<file path="config.mk">
export PLATFORM = sky130hd
export DESIGN_NAME = acrw_fifo
export DESIGN_NICKNAME = d
export VERILOG_FILES = /design/src/hw/rtl/acrw_pkg.sv /design/src/hw/rtl/acrw_fifo.sv
export SDC_FILE = /design/constraint.sdc
export NUM_CORES = 1
export LEC_CHECK = 0
export CAP_MARGIN = 10
export CORE_MARGIN = 2
export CORE_UTILIZATION = 35
export DETAILED_ROUTE_END_ITERATION = 10
export DONT_BUFFER_PORTS = 1
export PLACE_DENSITY = 0.52
export SYNTH_ARGS = -nofsm -noshare
export SYNTH_HDL_FRONTEND = slang
export SYNTH_SLANG_ARGS = --single-unit
</file>
<file path="constraint.sdc">
create_clock -name clk -period 3.09 [get_ports clk]
set_input_delay 0.1545 -clock clk [delete_from_list [all_inputs] [get_ports clk]]
set_output_delay 0.1545 -clock clk [all_outputs]
set_load 0.02 [all_outputs]
</file>
<file path="src/hw/rtl/acrw_pkg.sv">
// Shared types, widths and codes of the audio capture ring window block.
package acrw_pkg;

	// Sample store geometry.
	localparam int DEPTH  = 65536;
	localparam int ADDR_W = $clog2(DEPTH);
	localparam int LEN_W  = ADDR_W + 1;

	// Field widths.
	localparam int SAMPLE_W  = 32;
	localparam int WLEN_W    = 18;
	localparam int WIDX_W    = 17;
	localparam int STAT_W    = 2;
	localparam int RING_W    = 17;
	localparam int CFG_W     = 17;
	localparam int CFG_IDX_W = 1;

	// Unreduced slot sum: position plus length minus window plus index.
	localparam int SUM_W = $clog2(2 * DEPTH + 2 ** WIDX_W);
	localparam int CNT_W = $clog2(SUM_W);

	// Command queue between front and back.
	localparam int Q_DEPTH = 4;
	localparam int Q_PTR_W = $clog2(Q_DEPTH);

	// Register indexes.
	localparam logic [CFG_IDX_W-1:0] REG_RECORDING   = CFG_IDX_W'(0);
	localparam logic [CFG_IDX_W-1:0] REG_RING_LENGTH = CFG_IDX_W'(1);

	localparam logic [RING_W-1:0] RING_RESET = RING_W'(65536);

	// Commands.
	localparam logic CMD_WRITE = 1'b0;
	localparam logic CMD_READ  = 1'b1;

	// Read status codes.
	localparam logic [STAT_W-1:0] ST_SERVED = STAT_W'(0);
	localparam logic [STAT_W-1:0] ST_PAUSED = STAT_W'(1);
	localparam logic [STAT_W-1:0] ST_LONG   = STAT_W'(2);

	typedef enum logic [1:0] {
		OP_WRITE,
		OP_READ,
		OP_PAUSED,
		OP_LONG
	} op_t;

	typedef struct packed {
		logic                command;
		logic [SAMPLE_W-1:0] sample;
		logic [WLEN_W-1:0]   window_length;
		logic [WIDX_W-1:0]   window_index;
	} in_item_t;

	typedef struct packed {
		logic [SAMPLE_W-1:0] read_sample;
		logic [STAT_W-1:0]   read_status;
	} out_item_t;

	typedef struct packed {
		op_t                 op;
		logic [SUM_W-1:0]    addr;
		logic [SAMPLE_W-1:0] sample;
		logic [LEN_W-1:0]    len;
	} q_entry_t;

endpackage

</file>
<file path="src/hw/rtl/acrw_fifo.sv">
// Short in-order command queue between the front and the back.
module acrw_fifo (
	input  logic              clk,
	input  logic              arst_n,
	input  logic              push,
	input  acrw_pkg::q_entry_t wdata,
	input  logic              pop,
	output acrw_pkg::q_entry_t rdata,
	output logic              full,
	output logic              empty
);

	acrw_pkg::q_entry_t              entries_q [acrw_pkg::Q_DEPTH];
	logic [acrw_pkg::Q_PTR_W-1:0]    wr_ptr_q;
	logic [acrw_pkg::Q_PTR_W-1:0]    rd_ptr_q;
	logic [acrw_pkg::Q_PTR_W:0]      count_q;

	assign full  = (count_q == (acrw_pkg::Q_PTR_W + 1)'(acrw_pkg::Q_DEPTH));
	assign empty = (count_q == '0);
	assign rdata = entries_q[rd_ptr_q];

	always_ff @(posedge clk) begin
		if (push) begin
			entries_q[wr_ptr_q] <= wdata;
		end
	end

	always_ff @(posedge clk or negedge arst_n) begin
		if (!arst_n) begin
			wr_ptr_q <= '0;
			rd_ptr_q <= '0;
			count_q  <= '0;
		end else begin
			if (push) begin
				wr_ptr_q <= wr_ptr_q + 1'b1;
			end
			if (pop) begin
				rd_ptr_q <= rd_ptr_q + 1'b1;
			end
			if (push && !pop) begin
				count_q <= count_q + 1'b1;
			end else if (pop && !push) begin
				count_q <= count_q - 1'b1;
			end
		end
	end

	a_no_overflow: assert property (@(posedge clk) disable iff (!arst_n)
		full |-> !push)
		else $error("queue pushed while full");

	a_no_underflow: assert property (@(posedge clk) disable iff (!arst_n)
		empty |-> !pop)
		else $error("queue popped while empty");

	a_count_bound: assert property (@(posedge clk) disable iff (!arst_n)
		count_q <= (acrw_pkg::Q_PTR_W + 1)'(acrw_pkg::Q_DEPTH))
		else $error("queue count beyond depth");

endmodule

</file>
==> flow_metrics.py <==
metrics = {
    "timing": {
        "finClkSkew_ns": 0.007389,
        "finalSetupTns_ns": 0,
        "setup_viol": 0,
        "slew_headroom": 0.5495,
        "worstMarginPinSlew_ns": 0.6758,
        "final-hold-violation-count": 0,
        "finalMaxSlewViolations": 0,
        "period_share": 0.7994,
        "rsz0062_at_grt": "false",
        "fmax_mhz": 404.9,
        "finalCriticalPeriod_ns": 2.470,
    },
    "clock_tree": {
        "cts_hold_buf": 73,
        "cts.clk_slew.worst_paths_ns": 0.06,
        "cts-resized-gates": 0,
        "clkLatencyLatePin_ns": 0.54,
        "clock_tree.buffer_depth": 3,
        "cts_setup_buffers": 0,
        "clockRootBuffer": "clkbuf_16",
        "cts_sinks": 283,
        "cts_tree": "yes",
        "htree_levels": 1,
        "cts_buffers": 28,
    },
    "synth": {
        "synthSimpleGateAreaFrac": 0.004680,
        "muxShareOfSynthArea": 0.1505,
        "synth_area_um2": 10430,
        "synth_xor_area_frac": 0.005040,
        "synth_compound_area_frac": 0.0004800,
        "synth_fa_ha_area_frac": 0.007920,
        "syn_inst": 395,
        "ys.warnings.count": 0,
        "syn_area_per_cell_um2": 26.40,
        "ys_types": 20,
        "yosysSeqAreaShare": 0.8117,
        "syn_nets": 474,
        "synth_top_family_by_area": "multiplexers",
        "synth_seq_cells": 283,
    },
    "die": {
        "die_area_um2": 31190,
        "rows": 63,
        "die_y_um": 176.6,
        "core-area_um2": 29480,
        "design.portCount": 144,
        "initial_core_util": 0.3537,
        "die-width_um": 176.6,
    },
    "setup_path": {
        "cp.arrival_ns": 2.32,
        "max_stage_delay_ns": 0.69,
        "worstSetupStartpointType": "register",
        "cpMaxStageDelayCell": "dfrtp_4",
        "cp_num_buf_inv": 1,
        "required_ns": 2.94,
        "crit_chain": "buf_12, mux4_2",
        "end_kind": "primary output",
        "cpLargestDelayFamily": "flip-flops",
        "crit_fanout": 39,
        "critical_path_class": "register to primary output",
    },
    "run": {
        "maxCapViolCount": 0,
    },
    "final_layout": {
        "fillers": 2514,
        "area_growth_pct": 20.08,
        "final_util": 0.4247,
        "multi_input_area_um2": 1768,
        "layout.nets": 570,
        "drive_gt1_frac": 0.2441,
        "regArea_um2": 8471,
    },
    "global_route": {
        "grt_usage": 0.1243,
        "grt_max_degree": 50,
        "gr-total-overflow": 0,
        "grt_pass1_wl_um": 28970,
        "grt_antenna_before_repair": 1,
        "grt_pass1_vias": 4869,
    },
    "route": {
        "first_pass_iters": 4,
        "wl_per_cell_um": 21.13,
        "vias": 4348,
        "viasPerCell": 4.815,
        "drtIter0Drc": 233,
        "routed_wirelength_um": 19080,
        "drcViolationCount": 0,
        "ant_nets": 0,
    },
    "place": {
        "hpwlAfterDp_um": 11160,
        "gp_congestion": 0.6813,
        "numPortBuffers": 0,
    },
    "worst_hold_path": {
        "hold_path_class": "input pin to register",
    },
    "power": {
        "power.total_mw": 11.93,
        "pwr_density_cell_nw_per_um2": 953.0,
        "p_leak_nw": 3.997,
        "vdd_ir_drop_max_mv": 0.5890,
    },
    "run_status": {
        "status": "finished clean",
    },
}
## layout make-up
cell class | count | area share
Sequential cell | 283 | 0.6766
Inverter | 4 | 0.001199
Antenna cell | 1 | 0.0001999
Timing Repair Buffer | 82 | 0.06876
Clock buffer | 32 | 0.05717
Tap cell | 390 | 0.03898
Clock inverter | 19 | 0.01589
Multi-Input combinational cell | 92 | 0.1412
## power breakdown
part	total [mW]	internal, mW	switching (mW)
Sequential	5.36	5.03	0.335
Combinational	3.23	1.22	2.01
Clock	3.34	1.99	1.35
## cell usage in the layout, fill, tap and decap left out, types with 2 or more instances in the layout
cell,instances
edfxtp_1,276
dlygate4sd3_1,73
mux4_2,68
clkbuf_16,28
clkinv_2,8
clkinv_1,6
ha_1,5
dfrtp_1,5
buf_12,5
inv_1,4
and2_4,4
xor2_1,4
bufinv_16,4
clkbuf_1,4
buf_4,4
xnor2_1,2
nand2_1,2
dfrtp_4,2
## registers in the layout, summed over array words and instances, names as in the netlist
name / count
count_q: 3
wr_ptr_q: 2
rd_ptr_q: 2
entries_q: 276
## synth_stat cells, drive strengths merged
cell    number  area (um2)
mux2         1       11.26
xor2         4       35.03
mux4        69        1558
nor3b        1       7.510
nor2         1       3.750
buf         15       186.4
clkbuf       1       3.750
nand2        2       7.510
xnor2        2       17.52
nor3         1       5.000
dfrtp        7       175.2
and2         4       25.02
o21ai        1       5.000
fa           1       20.02
ha           5       62.56
edfxtp     276        8288
inv          4       15.01
## per-stage QoR
| stage | instance area [um2] | std cells | setup slack, ns | hold slack (ns) |
|---|---|---|---|---|
| 2_1_floorplan | 10430 | 395 | 0.4229 | -0.1411 |
| 3_3_place_gp | 10870 | 778 | 1.138 | -0.1409 |
| 3_5_place_dp | 10870 | 778 | 1.116 | -0.1409 |
| 4_1_cts | 12520 | 902 | 0.5150 | 0.06185 |
| 5_1_grt | 12520 | 903 | 0.4507 | 0.07864 |
| 6_report | 12520 | 903 | 0.6200 | 0.07953 |
## logic make-up (layout without fill, tap and decap cells)
kind of cell	count (synthesis)	after routing
muxes	70	70
DFF	283	283
other	0	1
xor gates and xnor gates	6	6
AOI/OAI and AO/OA	1	1
and+or+nand+nor	9	9
buffers and inverters	20	137
adders and majority gates	6	6
## per-layer routing
layer,vias up,routed length (um),share of wire,GRT usage
li1,1886,-,-,-
met1,2306,7368,0.39,0.1460
met2,130,9938,0.52,0.2223
met3,26,1312,0.069,0.03618
met4,0,463,0.024,0.03340
met5,-,0,0,0
## worst reg2reg max path, delay by kind of cell, from the launching register on
family / cells / cell delay (ns)
adder cells (fa/ha/maj): 1 / 0.16
AND/OR/NAND/NOR: 1 / 0.56
flip-flops: 1 / 0.41
buffers and inverters: 2 / 0.42
## path summary, 6_finish.rpt
| check | slack [ns] | cells after the start | end | start |
|---|---|---|---|---|
| max | 0.62 | 2 | rdata[9] | rd_ptr_q[0] |
| min | 0.08 | 1 | entries_q[2][49] | push |
| max reg2reg | 1.19 | 4 | entries_q[1][11] | wr_ptr_q[1] |
| min reg2reg | 0.51 | 1 | count_q[2] | count_q[2] |
| max in group asynchronous | 2.31 | 2 | rd_ptr_q[0] | arst_n |
| min in group asynchronous | 0.50 | 2 | rd_ptr_q[1] | arst_n |
No activity file was read; power rests on OpenSTA's default activity.
