[config.mk]
export PLATFORM = sky130hd
export DESIGN_NAME = acrw_front
export DESIGN_NICKNAME = d
export VERILOG_FILES = /design/src/hw/rtl/acrw_pkg.sv /design/src/hw/rtl/acrw_front.sv
export SDC_FILE = /design/constraint.sdc
export NUM_CORES = 1
export LEC_CHECK = 0
export ABC_AREA = 1
export CAP_MARGIN = 20
export CORE_UTILIZATION = 65
export CTS_BUF_LIST = sky130_fd_sc_hd__clkbuf_8
export DETAILED_ROUTE_END_ITERATION = 6
export DONT_BUFFER_PORTS = 1
export PLACE_DENSITY = 0.92
export SLEW_MARGIN = 15
export SYNTH_ARGS = -nofsm -noshare
export SYNTH_HDL_FRONTEND = slang
export SYNTH_SLANG_ARGS = --single-unit
[constraint.sdc]
create_clock -name clk -period 9.2 [get_ports clk]
set_input_delay 0.92 -clock clk [delete_from_list [all_inputs] [get_ports clk]]
set_output_delay 0.92 -clock clk [all_outputs]
set_load 0.05 [all_outputs]
[src/hw/rtl/acrw_pkg.sv]
// Shared types, widths and codes of the audio capture ring window block.
package acrw_pkg;

	// Sample store geometry.
	localparam int DEPTH  = 65536;
	localparam int ADDR_W = $clog2(DEPTH);
	localparam int LEN_W  = ADDR_W + 1;

	// Field widths.
	localparam int SAMPLE_W  = 32;
	localparam int WLEN_W    = 18;
	localparam int WIDX_W    = 17;
	localparam int STAT_W    = 2;
	localparam int RING_W    = 17;
	localparam int CFG_W     = 17;
	localparam int CFG_IDX_W = 1;

	// Unreduced slot sum: position plus length minus window plus index.
	localparam int SUM_W = $clog2(2 * DEPTH + 2 ** WIDX_W);
	localparam int CNT_W = $clog2(SUM_W);

	// Command queue between front and back.
	localparam int Q_DEPTH = 4;
	localparam int Q_PTR_W = $clog2(Q_DEPTH);

	// Register indexes.
	localparam logic [CFG_IDX_W-1:0] REG_RECORDING   = CFG_IDX_W'(0);
	localparam logic [CFG_IDX_W-1:0] REG_RING_LENGTH = CFG_IDX_W'(1);

	localparam logic [RING_W-1:0] RING_RESET = RING_W'(65536);

	// Commands.
	localparam logic CMD_WRITE = 1'b0;
	localparam logic CMD_READ  = 1'b1;

	// Read status codes.
	localparam logic [STAT_W-1:0] ST_SERVED = STAT_W'(0);
	localparam logic [STAT_W-1:0] ST_PAUSED = STAT_W'(1);
	localparam logic [STAT_W-1:0] ST_LONG   = STAT_W'(2);

	typedef enum logic [1:0] {
		OP_WRITE,
		OP_READ,
		OP_PAUSED,
		OP_LONG
	} op_t;

	typedef struct packed {
		logic                command;
		logic [SAMPLE_W-1:0] sample;
		logic [WLEN_W-1:0]   window_length;
		logic [WIDX_W-1:0]   window_index;
	} in_item_t;

	typedef struct packed {
		logic [SAMPLE_W-1:0] read_sample;
		logic [STAT_W-1:0]   read_status;
	} out_item_t;

	typedef struct packed {
		op_t                 op;
		logic [SUM_W-1:0]    addr;
		logic [SAMPLE_W-1:0] sample;
		logic [LEN_W-1:0]    len;
	} q_entry_t;

endpackage

[src/hw/rtl/acrw_front.sv]
// Front end: configuration registers, write position and command classification.
module acrw_front (
	input  logic                          clk,
	input  logic                          arst_n,
	input  logic                          start,
	input  logic                          busy,
	input  acrw_pkg::in_item_t            item,
	input  logic                          cfg_write,
	input  logic [acrw_pkg::CFG_IDX_W-1:0] cfg_index,
	input  logic [acrw_pkg::CFG_W-1:0]    cfg_data,
	output logic                          push,
	output acrw_pkg::q_entry_t            entry
);

	logic                          recording_q;
	logic [acrw_pkg::RING_W-1:0]   ring_length_q;
	logic [acrw_pkg::ADDR_W-1:0]   wp_q;

	logic                          accept;
	logic [acrw_pkg::LEN_W-1:0]    len_eff;
	logic [acrw_pkg::ADDR_W-1:0]   pos_eff;
	logic [acrw_pkg::LEN_W-1:0]    pos_next;
	logic                          too_long;
	logic [acrw_pkg::SUM_W-1:0]    slot_sum;

	always_comb begin
		// A zero length acts as one slot; lengths past the store saturate.
		if (ring_length_q == '0) begin
			len_eff = acrw_pkg::LEN_W'(1);
		end else if (32'(ring_length_q) > 32'(acrw_pkg::DEPTH)) begin
			len_eff = acrw_pkg::LEN_W'(acrw_pkg::DEPTH);
		end else begin
			len_eff = acrw_pkg::LEN_W'(ring_length_q);
		end

		// A position left beyond a shortened ring restarts at slot zero.
		pos_eff  = (acrw_pkg::LEN_W'(wp_q) >= len_eff) ? '0 : wp_q;
		pos_next = acrw_pkg::LEN_W'(pos_eff) + 1'b1;
		too_long = 32'(item.window_length) > 32'(len_eff);
		slot_sum = acrw_pkg::SUM_W'(pos_eff) + acrw_pkg::SUM_W'(len_eff)
			- acrw_pkg::SUM_W'(item.window_length) + acrw_pkg::SUM_W'(item.window_index);

		accept = start && !busy;

		entry.sample = item.sample;
		entry.len    = len_eff;
		if (item.command == acrw_pkg::CMD_WRITE) begin
			entry.op   = acrw_pkg::OP_WRITE;
			entry.addr = acrw_pkg::SUM_W'(pos_eff);
		end else if (!recording_q) begin
			entry.op   = acrw_pkg::OP_PAUSED;
			entry.addr = slot_sum;
		end else if (too_long) begin
			entry.op   = acrw_pkg::OP_LONG;
			entry.addr = slot_sum;
		end else begin
			entry.op   = acrw_pkg::OP_READ;
			entry.addr = slot_sum;
		end

		// Paused writes leave no trace at all.
		push = accept && !(item.command == acrw_pkg::CMD_WRITE && !recording_q);
	end

	always_ff @(posedge clk or negedge arst_n) begin
		if (!arst_n) begin
			recording_q   <= 1'b0;
			ring_length_q <= acrw_pkg::RING_RESET;
			wp_q          <= '0;
		end else begin
			if (cfg_write) begin
				unique case (cfg_index)
					acrw_pkg::REG_RECORDING:   recording_q   <= cfg_data[0];
					acrw_pkg::REG_RING_LENGTH: ring_length_q <= cfg_data[acrw_pkg::RING_W-1:0];
					default: ;
				endcase
			end
			if (accept && item.command == acrw_pkg::CMD_WRITE && recording_q) begin
				wp_q <= (pos_next >= len_eff) ? '0 : pos_next[acrw_pkg::ADDR_W-1:0];
			end
		end
	end

endmodule

==> impl_metrics.env <==
export IMPL_clock_skew_final_ns=0.00558
export IMPL_detailed_place_area_mm2=0.00529
export IMPL_worstPathMaxFanout=20
export IMPL_die_x_um=93.6
export IMPL_overflow=0
export IMPL_antenna_violations_before_repair=0
export IMPL_pre_cts_ws_ns=1.75
export IMPL_synth_main_ff_cell="dfrtp_1"
export IMPL_drt_drc_violations_left=0
export IMPL_cts_sinks=34
export IMPL_maxSlewHeadroom_pct=24.0
export IMPL_avgSynthCellArea_um2=7.26
export IMPL_netlist_area_mm2=0.00546
export IMPL_gp_routability_congestion=0.950
export IMPL_grt_first_pass_wirelength_um=22500
export IMPL_yosysWarnings=0
export IMPL_port_buffers=0
export IMPL_type_of_the_tightest_min_delay_check="in -> async"
export IMPL_routedWlPerCell_um=17.3
export IMPL_post_route_util_pct=66.1
export IMPL_finalWirelength_um=14300
export IMPL_worstMarginPinSlew_ns=1.16
export IMPL_worst_setup_hold_path_clk_slew_ns=0.07
export IMPL_ant_nets=0
export IMPL_synth_top_area_cell="ha_1"
export IMPL_critical_path_endpoint_type="output port"
export IMPL_synth_async_reset_ratio_pct=100
export IMPL_final_min_clock_period_ns=7.78
export IMPL_maximum_number_of_pins_on_one_net_before_global_route_repair=35
export IMPL_vias_per_cell=6.03
export IMPL_floorplan_die_height_um=93.6
export IMPL_synth_edf_count=0
export IMPL_timing_critical_path_buf_inv=1
export IMPL_clock_latency_on_the_worst_skew_pair_ns=0.29
export IMPL_fmax_mhz=129
export IMPL_cts_resized=0
export IMPL_std_cell_rows=33
export IMPL_worst_reg2reg_setup_slack_ns=2.68
export IMPL_critPathTopFamily="simple AND/OR/NAND/NOR gates"
export IMPL_mappedNetlistNets=945
export IMPL_ys_types=40
export IMPL_design_final_nets=911
export IMPL_finalInstanceArea_mm2=0.00541
export IMPL_cts_root_buf="clkbuf_8"
export IMPL_synth_top_cells_by_area="ha_1 (16%), dfrtp_1 (15%), fa_1 (12%)"
export IMPL_p_leak_uw=0.00292
export IMPL_crit_end="entry[62]"
export IMPL_fin_crit_sh_pct=84.5
export IMPL_rsz0062_at_grt="false"
export IMPL_floorplan_initialDensity_pct=66.8
export IMPL_cp_depth=25
export IMPL_worst_reg2reg_path_startpoint="ring_length_q[13]"
export IMPL_htreeDepth=2
export IMPL_timing_critical_path_arrival_ns=6.86
export IMPL_crit_top_cell="nand2_1"
export IMPL_finalSetupTns_ns=0
export IMPL_gr_usage_all_layers_pct=33.2
export IMPL_cts_hold_buffers_added=0
export IMPL_synth_yosys_seq_area_share_pct=15.6
export IMPL_cp_required_ns=8.28
export IMPL_post_synth_inst_count=752
export IMPL_drt_first_pass_iters=5
export IMPL_critical_path_startpoint_type="register"
export IMPL_cap_viol_max_count=0
export IMPL_first_global_vias=4872
export IMPL_power_per_cell_area_mw_per_mm2=214
export IMPL_synth_top_cell_area_share_pct=15.8
export IMPL_cts_buffers=5
export IMPL_setup_slack_ns=1.42
export IMPL_crit_path_max_incr_delay_ns=0.72
export IMPL_crit_slowest_cell="o21ai_1"
export IMPL_worst_ir_drop_vdd_mv=0.135
export IMPL_r2r_end="wp_q[11]"
export IMPL_cts_tree="yes"
export IMPL_routed_via_count=4965
export IMPL_core_mm2=0.00818
export IMPL_post_route_cells_drive_above_1_share_pct=8.07
export IMPL_total_power_uw=1150
export IMPL_length_in_cells_of_the_worst_reg_to_reg_path=26
export IMPL_final_number_of_hold_violating_endpoints=0
export IMPL_synthToLayoutAreaGrowth_pct=-0.963
export IMPL_postSynthRegisterBits=34
export IMPL_worst_setup_path_type="reg -> out"
export IMPL_outcome="complete, no violations"
export IMPL_post_cts_repair_setup_buffers=0
export IMPL_first_iter_violations=403
export IMPL_ant_diodes=0
export IMPL_ios=161
export IMPL_final_max_slew_viol_count=0
export IMPL_setup_viol_count_final=0
export IMPL_startpoint="ring_length_q[13]"
export IMPL_final_fill_count=694
export IMPL_hpwl_dp_um=12100
export IMPL_clock_tree_buffer_depth=2
export IMPL_die_area_mm2=0.00877
==> per-layer routing <==
layer,track usage [%],vias up,share of wire [%]
met5,0,-,0
met4,14.1,0,3.4
met3,4.47,40,8.5
met2,57.5,265,48
met1,41.4,2358,40
li1,-,2302,-
==> kinds of logic after synthesis <==
kind of cell	after synthesis	share of synthesized area, %
AO/OA/AOI/OAI	100	10.2
flip-flops	34	15.6
buffers and inverters	186	15.4
AND/OR/NAND/NOR	304	26.0
XOR/XNOR	11	1.76
adder cells (fa/ha/maj)	102	27.9
multiplexers	15	3.09
==> power by group <==
part / switching, µW / internal, µW / total (µW)
combinational: 601 / 233 / 835
sequential: 19.9 / 172 / 192
clock: 52.8 / 75.5 / 128
==> metrics by stage <==
step | instances | hold slack, ns
floorplan | 752 | 0.471
global placement | 815 | 0.493
detailed placement | 815 | 0.520
CTS | 823 | 0.320
global route | 824 | 0.311
finish | 824 | 0.319
==> area by class of cell <==
type                            count  area [µm²]  share of cell area, %
Multi-Input combinational cell    532        3760                   69.6
Inverter                          144         541                   10.0
Sequential cell                    34         852                   15.8
Timing Repair Buffer                1        7.51                  0.139
Tap cell                          105         131                   2.43
Clock buffer                        8         110                   2.04
==> how the worst min path moves through the flow <==
stage	to	slack (ns)	depth (start not counted)
2_1_floorplan	ring_length_q[0]	0.47	2
3_3_place_gp	ring_length_q[0]	0.49	2
3_5_place_dp	wp_q[15]	0.52	2
4_1_cts	ring_length_q[8]	0.32	0
5_1_grt	wp_q[12]	0.31	0
6_report	wp_q[10]	0.32	0
==> sequential cells by signal (all words and copies together) (netlist names) <==
name / count
ring_length_q: 17
wp_q: 16
recording_q: 1
==> cell usage after synthesis, types with 2 or more instances <==
| cell type | count |
|---|---|
| clkbuf_1 | 7 |
| nand2_2 | 5 |
| inv_1 | 142 |
| nor2_1 | 48 |
| buf_8 | 2 |
| ha_1 | 69 |
| a21boi_0 | 2 |
| nor4_1 | 4 |
| a211oi_1 | 5 |
| o21ai_1 | 9 |
| mux2_2 | 15 |
| fa_1 | 33 |
| dfrtp_1 | 33 |
| nand3_1 | 33 |
| o31ai_1 | 2 |
| o21ai_0 | 31 |
| a21o_1 | 5 |
| nor3_2 | 4 |
| nand4_1 | 14 |
| xor2_1 | 9 |
| xnor2_1 | 2 |
| o22ai_1 | 5 |
| nor2_4 | 9 |
| nor3_1 | 5 |
| and2_1 | 7 |
| buf_4 | 32 |
| nor2_2 | 10 |
| a21oi_1 | 36 |
| o2111ai_1 | 2 |
| inv_2 | 2 |
| nand2_1 | 161 |
==> layout by cell type (no fill, tap or decap), types with 10 or more instances in the layout <==
cell type | netlist | final
a21oi_1 | 36 | 36
dfrtp_1 | 33 | 33
fa_1 | 33 | 33
ha_1 | 69 | 69
inv_1 | 142 | 142
mux2_2 | 15 | 15
nand2_1 | 161 | 161
nand3_1 | 33 | 33
nand4_1 | 14 | 14
nor2_1 | 48 | 48
nor2_2 | 10 | 10
o21ai_0 | 31 | 22
o21ai_1 | 9 | 18
Power figures use the tool's default switching activity.
